==> config.mk <==
export PLATFORM = sky130hd
export DESIGN_NAME = insertion_sorter
export DESIGN_NICKNAME = d
export VERILOG_FILES = /design/src/design/isort_pkg.sv /design/src/design/insertion_sorter.sv /design/src/design/isort_cell.sv
export SDC_FILE = /design/constraint.sdc
export NUM_CORES = 2
export LEC_CHECK = 0
export BUFFER_PORTS_ARGS = -buffer_cell sky130_fd_sc_hd__buf_2
export CORE_MARGIN = 2
export CORE_UTILIZATION = 30
export DETAILED_ROUTE_END_ITERATION = 12
export SYNTH_ARGS = -nofsm -noshare
export SYNTH_HDL_FRONTEND = slang
export SYNTH_SLANG_ARGS = --single-unit
==> constraint.sdc <==
create_clock -name clk_i -period 8 [get_ports clk_i]
set_input_delay 0.4 -clock clk_i [delete_from_list [all_inputs] [get_ports clk_i]]
set_output_delay 0.4 -clock clk_i [all_outputs]
set_load 0.03 [all_outputs]
==> src/design/isort_pkg.sv <==
// ----------------------------------------------------------------------------
// isort_pkg: shared types for the insertion sorter
// Data width, the link that runs between neighboring sort cells, and the
// controller states.
// ----------------------------------------------------------------------------
`default_nettype none

package isort_pkg;

  localparam int unsigned DataW = 32;

  typedef logic signed [DataW-1:0] data_t;

  // What a cell shows to its neighbors.
  typedef struct packed {
    logic  valid;  // cell holds an element
    logic  gt;     // held element is greater than the incoming one
    data_t value;  // held element
  } link_t;

  typedef enum logic {
    ST_FILL,
    ST_DRAIN
  } state_e;

endpackage

`default_nettype wire

==> src/design/insertion_sorter.sv <==
// ----------------------------------------------------------------------------
// insertion_sorter: stable ascending sorter for sets of signed 32-bit values
// A chain of CAPACITY cells keeps the current set in ascending order.
// ----------------------------------------------------------------------------
// Usage:
//   Input stream: s_axis_tdata_i carries one signed value per transfer,
//   s_axis_tlast_i marks the last value of a set. While a set is collected,
//   one value is taken every cycle; each value lands in its sorted slot in
//   the same cycle it is transferred (all cells compare in parallel).
//   Values arriving while all CAPACITY cells are full are dropped and the
//   set's overflow flag is raised.
//   Output stream: after the transfer with tlast, the chain drains from
//   cell 0 in ascending order, one element per output transfer, starting the
//   next cycle. m_axis_tlast_o marks the greatest element, m_axis_tuser_o
//   carries the overflow flag on every element of the set.
//   The first result is valid in the cycle after the tlast transfer. A set
//   occupies the block until its last stored element (at most CAPACITY)
//   has left; no input is taken while draining (s_axis_tready_o low).
//   Stall: a low m_axis_tready_i simply holds the chain and the current
//   output element.
//   Reset: all cells empty, overflow flag clear, block ready for input.
// ----------------------------------------------------------------------------
`default_nettype none

module insertion_sorter #(
  parameter int unsigned CAPACITY = 16
) (
  input  wire         clk_i,
  input  wire         rst_ni,
  // input stream
  input  wire         s_axis_tvalid_i,
  output logic        s_axis_tready_o,
  input  wire  [31:0] s_axis_tdata_i,   // [31:0] value
  input  wire         s_axis_tlast_i,   // last
  // output stream
  output logic        m_axis_tvalid_o,
  input  wire         m_axis_tready_i,
  output logic [31:0] m_axis_tdata_o,   // [31:0] sorted_value
  output logic        m_axis_tlast_o,   // final_res
  output logic        m_axis_tuser_o    // [0] overflow
);

  isort_pkg::state_e state_q, state_d;
  logic              dropped_q, dropped_d;

  isort_pkg::link_t  links [CAPACITY];
  logic              in_xfer, out_xfer, full, ins, shift;
  isort_pkg::data_t  in_value;

  assign in_value = $signed(s_axis_tdata_i);
  assign in_xfer  = s_axis_tvalid_i && s_axis_tready_o;
  assign out_xfer = m_axis_tvalid_o && m_axis_tready_i;
  assign full     = links[CAPACITY-1].valid;
  assign ins      = in_xfer && !full;   // full chain: value is dropped
  assign shift    = out_xfer;

  // Cell chain. Cell 0 sees an always-valid, never-greater neighbor below,
  // so when it updates it takes the new value; the top cell sees an empty cell above.
  for (genvar i = 0; i < CAPACITY; i++) begin : g_cell
    isort_pkg::link_t prev_l, next_l;
    if (i == 0) begin : g_bot
      assign prev_l = '{valid: 1'b1, gt: 1'b0, value: '0};
    end else begin : g_mid_lo
      assign prev_l = links[i-1];
    end
    if (i == CAPACITY - 1) begin : g_top
      assign next_l = '{valid: 1'b0, gt: 1'b0, value: '0};
    end else begin : g_mid_hi
      assign next_l = links[i+1];
    end
    isort_cell u_cell (
      .clk_i   (clk_i),
      .rst_ni  (rst_ni),
      .ins_i   (ins),
      .shift_i (shift),
      .value_i (in_value),
      .prev_i  (prev_l),
      .next_i  (next_l),
      .link_o  (links[i])
    );
  end

  // Next state: fill until tlast, drain until the last element leaves.
  always_comb begin
    state_d   = state_q;
    dropped_d = dropped_q;
    case (state_q)
      isort_pkg::ST_FILL: begin
        if (in_xfer && full) begin
          dropped_d = 1'b1;
        end
        if (in_xfer && s_axis_tlast_i) begin
          state_d = isort_pkg::ST_DRAIN;
        end
      end
      isort_pkg::ST_DRAIN: begin
        if (out_xfer && m_axis_tlast_o) begin
          state_d   = isort_pkg::ST_FILL;
          dropped_d = 1'b0;
        end
      end
      default: begin
        state_d = isort_pkg::ST_FILL;
      end
    endcase
  end

  // Outputs: the bottom cell is the head of the sorted set.
  always_comb begin
    s_axis_tready_o = 1'b0;
    m_axis_tvalid_o = 1'b0;
    case (state_q)
      isort_pkg::ST_FILL:  s_axis_tready_o = 1'b1;
      isort_pkg::ST_DRAIN: m_axis_tvalid_o = 1'b1;
      default: begin
        s_axis_tready_o = 1'b0;
        m_axis_tvalid_o = 1'b0;
      end
    endcase
  end

  assign m_axis_tdata_o = links[0].value;
  assign m_axis_tlast_o = !links[1].valid;  // nothing above: greatest element
  assign m_axis_tuser_o = dropped_q;

  always_ff @(posedge clk_i or negedge rst_ni) begin
    if (!rst_ni) begin
      state_q   <= isort_pkg::ST_FILL;
      dropped_q <= 1'b0;
    end else begin
      state_q   <= state_d;
      dropped_q <= dropped_d;
    end
  end

endmodule

`default_nettype wire

==> src/design/isort_cell.sv <==
// ----------------------------------------------------------------------------
// isort_cell: one slot of the insertion chain
// Holds one element. On insert it keeps its element, takes its lower
// neighbor's element or takes the new value; on drain it takes its upper
// neighbor's element.
// ----------------------------------------------------------------------------
`default_nettype none

module isort_cell (
  input  wire                   clk_i,
  input  wire                   rst_ni,
  input  wire                   ins_i,    // place value_i this cycle
  input  wire                   shift_i,  // move every element one cell down
  input  wire isort_pkg::data_t value_i,  // element being placed (broadcast)
  input  wire isort_pkg::link_t prev_i,   // lower neighbor
  input  wire isort_pkg::link_t next_i,   // upper neighbor
  output isort_pkg::link_t      link_o
);

  logic             valid_q, valid_d;
  isort_pkg::data_t value_q, value_d;
  logic             gt;

  // Strictly greater: equal elements stay below the new one (stable order).
  assign gt = valid_q && (value_q > value_i);

  always_comb begin
    valid_d = valid_q;
    value_d = value_q;
    if (shift_i) begin
      valid_d = next_i.valid;
      value_d = next_i.value;
    end else if (ins_i) begin
      if (gt || (!valid_q && prev_i.valid)) begin
        valid_d = 1'b1;
        value_d = prev_i.gt ? prev_i.value : value_i;
      end
    end
  end

  always_ff @(posedge clk_i or negedge rst_ni) begin
    if (!rst_ni) begin
      valid_q <= 1'b0;
    end else begin
      valid_q <= valid_d;
    end
  end

  always_ff @(posedge clk_i) begin
    value_q <= value_d;
  end

  assign link_o = '{valid: valid_q, gt: gt, value: value_q};

endmodule

`default_nettype wire

==> metrics.md <==
| Metric | Value |
|---|---|
| Antenna violations before repair | 18 |
| Final hold slack | 87.39 ps |
| Clock buffer depth | 3 |
| VDD IR max | 304.4 µV |
| Resized Gates After CTS | 0 |
| WL final | 111700 µm |
| Congestion Overflow GR | 0 |
| RSZ-0062 raised after global routing | false |
| Relative slew slack | 0.09431 |
| 1st-iter DRT viols | 2556 |
| Worst skew pair latency | 650 ps |
| Die Span Y | 357.3 µm |
| Commonest register cell after synthesis | edfxtp_1 |
| MaxCap Viol Count | 0 |
| Cell Area, Synth | 37450 µm² |
| HP Class | primary input to register |
| Die Width | 357.3 µm |
| Minimum clock period | 4779 ps |
| Yosys reg bits | 530 |
| Overall power | 19.39 mW |
| Finished Core Util | 0.3343 |
| Post-synth EDFFs | 480 |
| CP max FO | 34 |
| Residual DRC | 0 |
| ANT nets after route | 0 |
| Largest area contributor in the netlist | edfxtp_1 |
| Tot GR Track Use | 0.1705 |
| Hpwl dp | 81770 µm |
| Synth top area cells | edfxtp_1 (38%), ha_1 (16%), mux2i_1 (9.2%) |
| Via Count | 29390 |
| Die area | 127700 µm² |
| Synthesis Warnings | 0 |
| Starting density of the core | 0.3025 |
| Worst hold path endpoint | state_q |
| Setup Buffers After CTS | 0 |
| Worst R2R Path Depth | 10 |
| Worst Tran Pin Value | 1346 ps |
| Post-synth ARST share | 0.03396 |
| Top cell type's share of synthesized area | 0.3849 |
| Hold wc startpoint | s_axis_tvalid_i |
| CP arrival | 5110 ps |
| Fraction of layout cells with a size suffix above 1 | 0.07017 |
| Post-synth net total | 4193 |
| Clock Tree Root | clkbuf_16 |
| CTS tree | built |
| Row count | 129 |
| Endpoints failing setup | 0 |
| Skew final | 32.64 ps |
| Hold depth | 3 |
| Vias in the first global route | 28960 |
| Reg2reg start | g_cell[9].u_cell.value_q[15] |
| CTS H-tree lvls | 2 |
| Clock Pin Slew Worst Setup and Hold Paths | 70 ps |
| Setup TNS Final | 0 ps |
| Largest net degree at the start of global routing | 179 |
| Leakage | 16.98 nW |
| Fin nets | 4147 |
| Crit Path Category | primary input to register |
| Num ports | 73 |
| Post-synthesis sequential area ratio | 0.4140 |
| Final period util | 0.5974 |
| DR vias/cell | 5.528 |
| IO Port Bufs | 72 |
| Max frequency | 209.2 MHz |
| Area Overhead vs Synth | 10.52% |
| R2R Setup Slk | 3420 ps |
| Crit path required time | 8330 ps |
| Cell count after synthesis | 3676 |
| Post-synth cell types | 61 |
| CP Capture Type | register |
| Setup ws final | 3221 ps |
| DP Worst Slack | 2687 ps |
| First-pass GRT wire length | 173100 µm |
| Status | completed |
| Pwr/cell area | 468.4 nW/µm² |
| Avg Synthesized Cell Area | 10.19 µm² |
| Reg2reg end | g_cell[9].u_cell.value_q[22] |
| Final Hold Vio Count | 0 |
| TritonCTS Buffers | 58 |
| CTS sink cnt | 530 |
| Setup crit start kind | primary input |
| Commonest cells post-synth | a21oi_1 (527), edfxtp_1 (480), ha_1 (480) |
| Max-slew violation count | 0 |
| Top-count cell post-synth | a21oi_1 |
| Pre-antenna DRT Iters | 6 |
| Drt wl/cell | 21.02 µm |
| Area of the core | 123800 µm² |
| Final RePlAce weighted congestion | 0.8509 |
-- registers in the layout, indices dropped and copies added (netlist names) --
register               flops
g_cell.u_cell.value_q    512
g_cell.u_cell.valid_q     16
state_q                    1
m_axis_tuser_o             1
-- what timing repair did --
| action | 4_1_cts | 5_1_grt |
|---|---|---|
| hold buffers | 2 | 0 |
| hold endpoints to repair | 19 | 0 |
| endpoints found under the setup margin | 0 | 0 |
-- metrics by stage --
stage / instance area [µm²] / std cells
2_1_floorplan: 37450 / 3676
3_3_place_gp: 39360 / 5205
3_5_place_dp: 39360 / 5205
4_1_cts: 41380 / 5314
5_1_grt: 41380 / 5315
6_report: 41390 / 5317
-- cells in the final DEF, fill, tap and decap left out, types with 15 or more instances in the layout --
cell / n
buf_2: 72
nor2_1: 265
ha_1: 480
dfxtp_1: 32
buf_4: 47
o21ai_0: 183
nor4_1: 17
dfrtp_1: 17
nand4_1: 89
nor2b_1: 27
and4_1: 19
a221o_1: 95
nor3_1: 15
o211ai_1: 24
a21o_1: 51
nand2_1: 268
o21ai_1: 46
and2_1: 95
and3_1: 94
mux2i_1: 345
inv_1: 79
clkbuf_16: 63
a21oi_1: 524
edfxtp_1: 480
nand3_1: 39
a211oi_1: 25
-- how the worst max path moves through the flow --
stage                             from                            to  cells after the start  slack [ps]
detailed placement  s_axis_tdata_i[15]  g_cell[9].u_cell.value_q[23]                     12        2690
CTS                 s_axis_tdata_i[15]  g_cell[9].u_cell.value_q[17]                     12        3360
finish              s_axis_tdata_i[15]  g_cell[9].u_cell.value_q[22]                     12        3220
floorplan            s_axis_tdata_i[7]   g_cell[4].u_cell.value_q[0]                     12        2360
global route        s_axis_tdata_i[15]  g_cell[9].u_cell.value_q[23]                     12        2970
global placement    s_axis_tdata_i[11]  g_cell[5].u_cell.value_q[20]                     12        2790
-- area by class of cell --
type	instances	area, µm²
multi-input combinational	2837	20740
inverter	79	296.5
fill	12460	82410
sequential	530	15510
antenna	3	7.507
timing repair buffer	124	793.3
clock buffer	79	1667
tap	1637	2048
clock inverter	28	332.8
-- power by group --
| part | internal [mW] | leakage (nW) | switching (mW) |
|---|---|---|---|
| Combinational | 3.92 | 10.9 | 5.85 |
| Sequential | 5.36 | 5.06 | 1.34 |
| Clock | 1.68 | 0.985 | 1.24 |
| Total | 11.0 | 17.0 | 8.43 |
-- routing by layer --
metal	vias up	global-route usage	share of wire
met4	22	0.02849	0.013
met1	14480	0.2608	0.50
li1	13930	-	-
met2	826	0.2511	0.42
met5	-	0	0.0012
met3	138	0.02995	0.069
-- critical path, stage by stage --
cell      delay, ps
buf_2           300
inv_1           430
ha_1            460
nand4_1         240
nor4_2          740
a21boi_0        250
o31ai_1         130
o211ai_1        150
mux2_4          630
a21oi_1         110
o21ai_2         800
buf_4           430
-- cell families after synthesis --
family          after synthesis  share of synthesized area
flops                       530                     0.4140
fa+ha+maj                   480                     0.1604
compound gates             1040                     0.1660
mux                         352                    0.09623
buf+inv                     309                    0.03729
simple gates                962                     0.1254
xor+xnor                      3                  0.0007018
Power figures use the tool's default switching activity.
